[config.mk]
export PLATFORM = sky130hd
export DESIGN_NAME = triangle_grid_edge_raster_top
export DESIGN_NICKNAME = d
export VERILOG_FILES = /design/src/rtl/tgr_pkg.sv /design/src/rtl/tgr_recip.sv /design/src/rtl/triangle_grid_edge_raster_top.sv
export SDC_FILE = /design/constraint.sdc
export NUM_CORES = 2
export LEC_CHECK = 0
export BUFFER_PORTS_ARGS = -buffer_cell sky130_fd_sc_hd__buf_2
export CAP_MARGIN = 0
export CORE_MARGIN = 4
export CORE_UTILIZATION = 32
export DETAILED_ROUTE_END_ITERATION = 12
export PLACE_DENSITY_LB_ADDON = 0.05
export SLEW_MARGIN = 20
export SYNTH_ARGS = -nofsm -noshare
export SYNTH_HDL_FRONTEND = slang
export SYNTH_SLANG_ARGS = --single-unit
[constraint.sdc]
create_clock -name clk -period 21.1 [get_ports clk]
set_input_delay 6.33 -clock clk [delete_from_list [all_inputs] [get_ports clk]]
set_output_delay 6.33 -clock clk [all_outputs]
set_load 0.05 [all_outputs]
[src/rtl/tgr_pkg.sv]
package tgr_pkg;

  // Reciprocals carry 30 fraction bits; the widest one (size 6) fits in 28 bits.
  localparam int RECIP_BITS = 30;
  localparam int RECIP_W    = 28;
  localparam longint unsigned INV_H_NUM = 64'd1239850262;  // round(2/sqrt(3) * 2^30)

  localparam int SIZE_W     = 6;
  localparam int SIZE_MIN   = 6;
  localparam int SIZE_MAX   = 40;
  localparam int SIZE_COUNT = SIZE_MAX - SIZE_MIN + 1;
  localparam int SIZE_IDX_W = $clog2(SIZE_COUNT);

  // Register widths and reset values.
  localparam int ORIGIN_W = 10;
  localparam int CELL_W   = 4;
  localparam int BORDER_REG_W = 12;
  localparam int BW_FRAC  = 12;
  localparam int CFG_DATA_W  = 12;
  localparam int CFG_INDEX_W = 3;

  localparam logic [CELL_W-1:0]       CELL_WIDTH_RESET   = 4'd2;
  localparam logic [CELL_W-1:0]       CELL_HEIGHT_RESET  = 4'd4;
  localparam logic [SIZE_W-1:0]       TRI_SIZE_RESET     = 6'd14;
  localparam logic [BORDER_REG_W-1:0] BORDER_WIDTH_RESET = 12'd410;

  // Result fields.
  localparam int ADDR_W   = 12;
  localparam int ADDR_MAX = 2 ** (ADDR_W - 1) - 1;
  localparam int ADDR_MIN = -(2 ** (ADDR_W - 1));
  localparam int GLYPH_W  = 2;
  localparam int OUT_FIELDS_W = 2 * ADDR_W + 1 + GLYPH_W + 1;
  localparam int OUT_TDATA_W  = ((OUT_FIELDS_W + 7) / 8) * 8;

  typedef enum logic [CFG_INDEX_W-1:0] {
    CFG_ORIGIN_COL   = 3'd0,
    CFG_ORIGIN_ROW   = 3'd1,
    CFG_CELL_WIDTH   = 3'd2,
    CFG_CELL_HEIGHT  = 3'd3,
    CFG_TRI_SIZE     = 3'd4,
    CFG_BORDER_WIDTH = 3'd5
  } cfg_idx_t;

  typedef enum logic [GLYPH_W-1:0] {
    GLYPH_SLASH      = 2'd0,
    GLYPH_BACKSLASH  = 2'd1,
    GLYPH_UNDERSCORE = 2'd2
  } glyph_t;

  typedef struct packed {
    logic [RECIP_W-1:0] inv_size;
    logic [RECIP_W-1:0] inv_h;
  } recip_t;

endpackage

[src/rtl/tgr_recip.sv]
module tgr_recip
  import tgr_pkg::*;
(
  input  logic              clk,
  input  logic              rst,
  input  logic              load,
  input  logic [SIZE_W-1:0] size,
  output recip_t            recip
);

  logic [RECIP_W-1:0]    inv_size_tab [SIZE_COUNT];
  logic [RECIP_W-1:0]    inv_h_tab    [SIZE_COUNT];
  logic [SIZE_W-1:0]     size_sel;
  logic [SIZE_W-1:0]     size_sat;
  logic [SIZE_IDX_W-1:0] idx;

  // One entry per legal triangle size, worked out at elaboration.
  for (genvar g = 0; g < SIZE_COUNT; g++) begin : g_tab
    localparam longint unsigned S     = longint'(SIZE_MIN + g);
    localparam longint unsigned INV_S = ((64'd1 << RECIP_BITS) + S / 2) / S;
    localparam longint unsigned INV_H = (INV_H_NUM + S / 2) / S;
    assign inv_size_tab[g] = RECIP_W'(INV_S);
    assign inv_h_tab[g]    = RECIP_W'(INV_H);
  end

  always_comb begin
    size_sel = rst ? TRI_SIZE_RESET : size;
    if (size_sel < SIZE_W'(SIZE_MIN)) begin
      size_sat = SIZE_W'(SIZE_MIN);
    end else if (size_sel > SIZE_W'(SIZE_MAX)) begin
      size_sat = SIZE_W'(SIZE_MAX);
    end else begin
      size_sat = size_sel;
    end
    idx = SIZE_IDX_W'(size_sat - SIZE_W'(SIZE_MIN));
  end

  always_ff @(posedge clk) begin
    if (rst || load) begin
      recip.inv_size <= inv_size_tab[idx];
      recip.inv_h    <= inv_h_tab[idx];
    end
  end

endmodule

[src/rtl/triangle_grid_edge_raster_top.sv]
// Channel   Direction  Word fields (lowest bit first)
// s_axis    in         screen_col, screen_row
// m_axis    out        tri_col, tri_row, up_flag, glyph_code, on_edge
// cfg       in         write-only register port, index 0..5
//
// One word enters per cycle unless a stall on m_axis holds the pipeline.
// Its register stages hold the pixel offsets, the two reciprocal products,
// the rounded skewed coordinates, the floor and classification, and the edge minimum.
// Reset (rst, synchronous) empties the pipeline and loads register defaults.
// A stall on m_axis freezes every stage at once, so nothing is lost or repeated.
module triangle_grid_edge_raster_top
  import tgr_pkg::*;
#(
  parameter int FRAC_BITS   = 12,
  parameter int SCREEN_BITS = 10,
  localparam int IN_TDATA_W = ((2 * SCREEN_BITS + 7) / 8) * 8
) (
  input  logic                   clk,
  input  logic                   rst,
  // Input word: screen_col, screen_row, zero padding.
  input  logic                   s_axis_tvalid,
  output logic                   s_axis_tready,
  input  logic [IN_TDATA_W-1:0]  s_axis_tdata,
  // Output word: tri_col, tri_row, up_flag, glyph_code, on_edge, zero padding.
  output logic                   m_axis_tvalid,
  input  logic                   m_axis_tready,
  output logic [OUT_TDATA_W-1:0] m_axis_tdata,
  input  logic                   cfg_we,
  input  logic [CFG_INDEX_W-1:0] cfg_index,
  input  logic [CFG_DATA_W-1:0]  cfg_data
);

  // Pixel offsets, products and the skewed coordinates after rounding.
  localparam int DIFF_W = SCREEN_BITS + 1;
  localparam int PW     = SCREEN_BITS + CELL_W + 2;
  localparam int PROD_W = PW + RECIP_W + 1;
  localparam int AW     = PROD_W + 2;
  localparam int BW     = PROD_W + 1;
  localparam int A_SHIFT = RECIP_BITS + 1 - FRAC_BITS;
  localparam int B_SHIFT = RECIP_BITS - FRAC_BITS;
  localparam logic signed [AW-1:0] ROUND_A = AW'(1) <<< (RECIP_BITS - FRAC_BITS);
  localparam logic signed [BW-1:0] ROUND_B = BW'(1) <<< (RECIP_BITS - FRAC_BITS - 1);
  localparam logic [FRAC_BITS:0]   ONE     = {1'b1, {FRAC_BITS{1'b0}}};
  localparam int DIST_W = FRAC_BITS + 1;
  localparam int CMP_W  = FRAC_BITS + 1 + BW_FRAC;

  // ---------------- configuration registers ----------------
  logic [ORIGIN_W-1:0]     origin_col;
  logic [ORIGIN_W-1:0]     origin_row;
  logic [CELL_W-1:0]       cell_width;
  logic [CELL_W-1:0]       cell_height;
  logic [BORDER_REG_W-1:0] border_width;
  logic                    size_load;
  recip_t                  recip;

  always_ff @(posedge clk) begin
    if (rst) begin
      origin_col   <= '0;
      origin_row   <= '0;
      cell_width   <= CELL_WIDTH_RESET;
      cell_height  <= CELL_HEIGHT_RESET;
      border_width <= BORDER_WIDTH_RESET;
    end else if (cfg_we) begin
      unique case (cfg_idx_t'(cfg_index))
        CFG_ORIGIN_COL:   origin_col   <= cfg_data[ORIGIN_W-1:0];
        CFG_ORIGIN_ROW:   origin_row   <= cfg_data[ORIGIN_W-1:0];
        CFG_CELL_WIDTH:   cell_width   <= cfg_data[CELL_W-1:0];
        CFG_CELL_HEIGHT:  cell_height  <= cfg_data[CELL_W-1:0];
        CFG_BORDER_WIDTH: border_width <= cfg_data[BORDER_REG_W-1:0];
        default: ;
      endcase
    end
  end

  // The reciprocals are looked up at reset and when the size register is written.
  assign size_load = cfg_we && (cfg_idx_t'(cfg_index) == CFG_TRI_SIZE);

  tgr_recip u_recip (
    .clk   (clk),
    .rst   (rst),
    .load  (size_load),
    .size  (cfg_data[SIZE_W-1:0]),
    .recip (recip)
  );

  // ---------------- pipeline control ----------------
  // All stages move together; the whole pipe holds while the output word waits.
  logic       adv;
  logic [3:0] v;

  assign adv           = !m_axis_tvalid || m_axis_tready;
  assign s_axis_tready = adv;

  always_ff @(posedge clk) begin
    if (rst) begin
      v             <= '0;
      m_axis_tvalid <= 1'b0;
    end else if (adv) begin
      v             <= {v[2:0], s_axis_tvalid};
      m_axis_tvalid <= v[3];
    end
  end

  // ---------------- stage 1: pixel offsets ----------------
  logic [SCREEN_BITS-1:0]   scr_col;
  logic [SCREEN_BITS-1:0]   scr_row;
  logic signed [DIFF_W-1:0] dcol;
  logic signed [DIFF_W-1:0] drow;
  logic signed [PW-1:0]     px1;
  logic signed [PW-1:0]     py1;

  assign scr_col = s_axis_tdata[SCREEN_BITS-1:0];
  assign scr_row = s_axis_tdata[2*SCREEN_BITS-1:SCREEN_BITS];
  assign dcol = $signed({1'b0, scr_col}) - $signed({1'b0, SCREEN_BITS'(origin_col)});
  assign drow = $signed({1'b0, scr_row}) - $signed({1'b0, SCREEN_BITS'(origin_row)});

  always_ff @(posedge clk) begin
    if (adv) begin
      px1 <= PW'(dcol) * PW'($signed({1'b0, cell_width}));
      py1 <= PW'(drow) * PW'($signed({1'b0, cell_height}));
    end
  end

  // ---------------- stage 2: reciprocal products ----------------
  logic signed [PROD_W-1:0] pa2;
  logic signed [PROD_W-1:0] pb2;

  always_ff @(posedge clk) begin
    if (adv) begin
      pa2 <= PROD_W'(px1) * PROD_W'($signed({1'b0, recip.inv_size}));
      pb2 <= PROD_W'(py1) * PROD_W'($signed({1'b0, recip.inv_h}));
    end
  end

  // ---------------- stage 3: skewed coordinates ----------------
  // a = px/size - b/2 and b = py/h, rounded to FRAC_BITS fraction bits.
  // Arithmetic right shifts give the floor for negative values too.
  logic signed [AW-1:0] aw;
  logic signed [AW-1:0] a3;
  logic signed [BW-1:0] b3;

  assign aw = (AW'(pa2) <<< 1) - AW'(pb2);

  always_ff @(posedge clk) begin
    if (adv) begin
      a3 <= (aw + ROUND_A) >>> A_SHIFT;
      b3 <= (BW'(pb2) + ROUND_B) >>> B_SHIFT;
    end
  end

  // ---------------- stage 4: cell address and edge distances ----------------
  logic signed [AW-1:0]     col_w;
  logic signed [BW-1:0]     row_w;
  logic [FRAC_BITS-1:0]     fa;
  logic [FRAC_BITS-1:0]     fb;
  logic [FRAC_BITS:0]       fsum;
  logic                     up_c;
  logic [DIST_W-1:0]        d1_c, d2_c, d3_c;
  logic signed [ADDR_W-1:0] col_c;
  logic signed [ADDR_W-1:0] row_c;

  logic signed [ADDR_W-1:0] col4;
  logic signed [ADDR_W-1:0] row4;
  logic                     up4;
  logic [DIST_W-1:0]        d1_4, d2_4, d3_4;

  always_comb begin
    col_w = a3 >>> FRAC_BITS;
    row_w = b3 >>> FRAC_BITS;
    fa    = a3[FRAC_BITS-1:0];
    fb    = b3[FRAC_BITS-1:0];
    fsum  = {1'b0, fa} + {1'b0, fb};
    up_c  = fsum >= ONE;

    if (col_w > AW'(ADDR_MAX)) begin
      col_c = ADDR_W'(ADDR_MAX);
    end else if (col_w < AW'(ADDR_MIN)) begin
      col_c = ADDR_W'(ADDR_MIN);
    end else begin
      col_c = ADDR_W'(col_w);
    end
    if (row_w > BW'(ADDR_MAX)) begin
      row_c = ADDR_W'(ADDR_MAX);
    end else if (row_w < BW'(ADDR_MIN)) begin
      row_c = ADDR_W'(ADDR_MIN);
    end else begin
      row_c = ADDR_W'(row_w);
    end

    // Candidate order matters: on a tie the earlier edge wins.
    if (!up_c) begin
      d1_c = ONE - fsum;
      d2_c = {1'b0, fa};
      d3_c = {1'b0, fb};
    end else begin
      d1_c = ONE - {1'b0, fb};
      d2_c = fsum - ONE;
      d3_c = ONE - {1'b0, fa};
    end
  end

  always_ff @(posedge clk) begin
    if (adv) begin
      col4 <= col_c;
      row4 <= row_c;
      up4  <= up_c;
      d1_4 <= d1_c;
      d2_4 <= d2_c;
      d3_4 <= d3_c;
    end
  end

  // ---------------- stage 5: nearest edge and border test ----------------
  glyph_t                   g1, g2, g3, glyph_c, glyph_out;
  logic [DIST_W-1:0]        dmin;
  logic [CMP_W-1:0]         dist_cmp;
  logic [CMP_W-1:0]         border_cmp;
  logic signed [ADDR_W-1:0] col_out;
  logic signed [ADDR_W-1:0] row_out;
  logic                     up_out;
  logic                     edge_out;

  always_comb begin
    g1 = up4 ? GLYPH_UNDERSCORE : GLYPH_SLASH;
    g2 = up4 ? GLYPH_SLASH      : GLYPH_BACKSLASH;
    g3 = up4 ? GLYPH_BACKSLASH  : GLYPH_UNDERSCORE;
    dmin    = d1_4;
    glyph_c = g1;
    if (d2_4 < dmin) begin
      dmin    = d2_4;
      glyph_c = g2;
    end
    if (d3_4 < dmin) begin
      dmin    = d3_4;
      glyph_c = g3;
    end
    // Align both sides to FRAC_BITS + BW_FRAC fraction bits for an exact compare.
    dist_cmp   = {dmin, {BW_FRAC{1'b0}}};
    border_cmp = {1'b0, border_width, {FRAC_BITS{1'b0}}};
  end

  always_ff @(posedge clk) begin
    if (adv) begin
      col_out   <= col4;
      row_out   <= row4;
      up_out    <= up4;
      glyph_out <= glyph_c;
      edge_out  <= dist_cmp < border_cmp;
    end
  end

  assign m_axis_tdata = {{(OUT_TDATA_W - OUT_FIELDS_W){1'b0}},
                         edge_out, glyph_out, up_out, row_out, col_out};

  // ---------------- assertions ----------------
  a_accept_enters: assert property (@(posedge clk) disable iff (rst)
    s_axis_tvalid && s_axis_tready |=> v[0])
    else $error("accepted word did not enter the first stage");

  a_stall_holds: assert property (@(posedge clk) disable iff (rst)
    !adv |=> $stable(v) && $stable(col4) && $stable(d1_4))
    else $error("pipeline moved during a stall");

  a_last_stage_out: assert property (@(posedge clk) disable iff (rst)
    adv && v[3] |=> m_axis_tvalid)
    else $error("word from the last stage did not reach the output");

  a_glyph_legal: assert property (@(posedge clk) disable iff (rst)
    m_axis_tvalid |-> (glyph_out == GLYPH_SLASH || glyph_out == GLYPH_BACKSLASH ||
                       glyph_out == GLYPH_UNDERSCORE))
    else $error("unknown glyph code on output");

endmodule

==> impl_results.md <==
- Outcome: finished clean
- H-tree levels: 2
- Die area: 172300 µm²
- Worst setup path start: m_axis_tready
- Fin crit period: 13.64 ns
- Max_cap viols: 0
- Post-synthesis mux area share: 0.008540
- Number of global-route vias before repair: 40192
- Clock tree root driver cell: clkbuf_16
- Most frequent cells in the layout: inv_1, fa_1, nand2_1, ha_1, and2_1
- Slew Limit Fails: 0
- Largest net degree at the start of global routing: 69
- Layout cells sized above 1: 0.03985
- Number of synthesized flops with an enable pin: 326
- Asr flop ratio synth: 0
- Skew final: 0.03457 ns
- Layout Nets: 6978
- CP Class: in2out
- Area growth, synth to finish: 7.648%
- Slew at the pin closest to its max-slew limit: 1.197 ns
- Final setup viols: 0
- First-pass GRT wire length: 243600 µm
- Simple-gate area share of the yosys netlist: 0.1499
- R2R setup slack: 12.21 ns
- Filler cell count: 17218
- Fin. Hold Viols: 0
- Count of cell types in the netlist: 82
- Arrival @ worst endpoint: 7.31 ns
- DR WL/cell: 19.58 µm
- GR Util All Layers: 0.1802
- Fin area: 57100 µm²
- Xor/xnor cell area share of the yosys netlist: 0.03336
- Post-cts sizing count: 0
- Syn Inst Count: 5714
- CTS tree: done
- Synth Register Bits: 371
- Initial antenna violation count: 7
- Launching element type of the critical path: primary input
- Worst relative slew slack: 0.2014
- CTS clk-pin slew, worst paths: 0.05 ns
- Most common cell after layout, fill and taps aside: inv_1
- Via count: 37781
- Syn Area/Cell: 9.282 µm²
- Adder-Cell Fraction of Synth Area: 0.4156
- HP Class: reg2reg
- R2r endpoint: pa2[41]
- Gp weighted congestion: 0.8285
- Number of vias per cell: 4.804
- Routed Antenna Nets: 0
- Fmax: 73.30 MHz
- CP endpoint kind: output port
- Synth Flop Type: edfxtp_1
- Core footprint: 164800 µm²
- Drt pass-1 iters: 5
- Setup bufs post-CTS: 0
- Reg-to-reg critical path startpoint: px1[15]
- CTS Buffer Depth: 3
- Die Ht: 415.1 µm
- Main combinational cell family by area after synthesis: adder cells
- Critical path required time: 14.77 ns
- Pre-CTS WS: 7.419 ns
- Register area share after synthesis: 0.2016
- IO Port Bufs: 69
- Crit path to: s_axis_tready
- Post-CTS Hold Buffers: 0
- Ys Warns: 0
- CTS sink count: 371
- CTS Buf Count: 44
- Die Span X: 415.1 µm
- Fin crit share: 0.6466
- Register area: 10690 µm²
- WHS: 0.4160 ns
- Residual DRC: 0
- Cell Rows: 149
- Worst skew pair latency: 0.62 ns
- Post-synthesis compound-gate area fraction: 0.09266
- # IOs: 78
- WL final: 154000 µm
- Crit-path max FO: 25
- Initial Util: 0.3218
- R2R cell count: 21
- Initial drt markers: 2158
- DPL Wire Length: 120400 µm
- Setup tns final: 0 ns
- Post-DP Area: 55640 µm²
- Global route overflow: 0
- Post-synthesis cell area: 53040 µm²
- PnR worst setup slack: 7.457 ns
- Unrepaired setup endpoints after global routing: false
- Multi-input logic area: 37200 µm²
==> layer usage <==
| metal | share of wire | vias to the layer above | global-route usage |
|---|---|---|---|
| met5 | 0 | - | 0 |
| met2 | 0.45 | 746 | 0.2882 |
| met4 | 0.016 | 0 | 0.02760 |
| li1 | - | 17913 | - |
| met1 | 0.50 | 19003 | 0.2678 |
| met3 | 0.040 | 119 | 0.01916 |
==> cells in the mapped netlist (12+ instances only) <==
library cell / instances / area (µm²)
nor2b_1: 41 / 256.5
nand2_1: 716 / 2688
o211ai_1: 24 / 180.2
nor3_1: 57 / 285.3
and2_1: 430 / 2690
a31oi_1: 32 / 200.2
a211oi_1: 24 / 180.2
inv_1: 1110 / 4167
fa_1: 773 / 15470
mux2i_1: 43 / 430.4
nor2_1: 206 / 773.2
dfxtp_1: 45 / 900.9
nand3_1: 44 / 220.2
edfxtp_1: 326 / 9789
a21o_1: 107 / 803.3
or3_1: 12 / 75.07
o21ai_0: 64 / 320.3
a21oi_1: 245 / 1226
a21boi_1: 14 / 105.1
xnor2_1: 141 / 1235
xor2_1: 61 / 534.3
o21bai_1: 24 / 180.2
ha_1: 525 / 6569
and3_1: 22 / 137.6
a311oi_1: 12 / 105.1
o21a_1: 45 / 337.8
clkbuf_1: 233 / 874.6
buf_1: 15 / 56.30
nand4_1: 20 / 125.1
nand2b_1: 50 / 312.8
o21ai_1: 78 / 390.4
==> metrics by stage <==
step,instances,util
2_1_floorplan,5718,-
3_3_place_gp,7779,0.3376
3_5_place_dp,7779,0.3376
4_1_cts,7860,0.3464
5_1_grt,7860,0.3464
6_report,7864,0.3465
==> critical path, stage by stage <==
cell	delay (ns)
buf_2	0.07
nand2b_4	0.47
buf_2	0.39
==> logic make-up (layout without fill, tap and decap cells) <==
kind of cell	after synthesis	in the layout
xor gates and xnor gates	202	202
adders and majority gates	1298	1298
buffers and inverters	1380	1333
DFF	371	371
other	1	9
AOI/OAI and AO/OA	768	768
and+or+nand+nor	1649	1649
muxes	45	45
==> registers in the layout, summed over array words and instances (netlist names), 13 cells and up <==
name / flops
pa2: 45
u_recip.recip: 56
d2_4: 13
pb2: 45
a3: 28
d3_4: 13
d1_4: 13
px1: 16
py1: 16
b3: 28
==> how the worst min path moves through the flow <==
| stage | slack [ns] | startpoint | end | depth (start not counted) |
|---|---|---|---|---|
| after detailed placement | 0.40 | col4[7] | col_out[7] | 0 |
| after global placement | 0.40 | col4[2] | col_out[2] | 0 |
| after floorplan | 0.40 | col4[0] | col_out[0] | 0 |
| after CTS | 0.42 | row4[4] | row_out[4] | 0 |
| final | 0.42 | row4[4] | row_out[4] | 0 |
| after global routing | 0.43 | col4[9] | col_out[9] | 0 |
==> final cells by class <==
cell class / count / share of cell area
antenna: 4 / 0.0001753
clock buffer: 51 / 0.02051
clock inverter: 30 / 0.004733
inverter: 1122 / 0.07378
multi-input combinational: 3967 / 0.6515
sequential: 371 / 0.1872
tap: 2189 / 0.04797
timing repair buffer: 130 / 0.01407
Power is left out: the tool's default activity adds up to more than one toggle a clock period on the data nets, which glitch-free logic cannot reach.
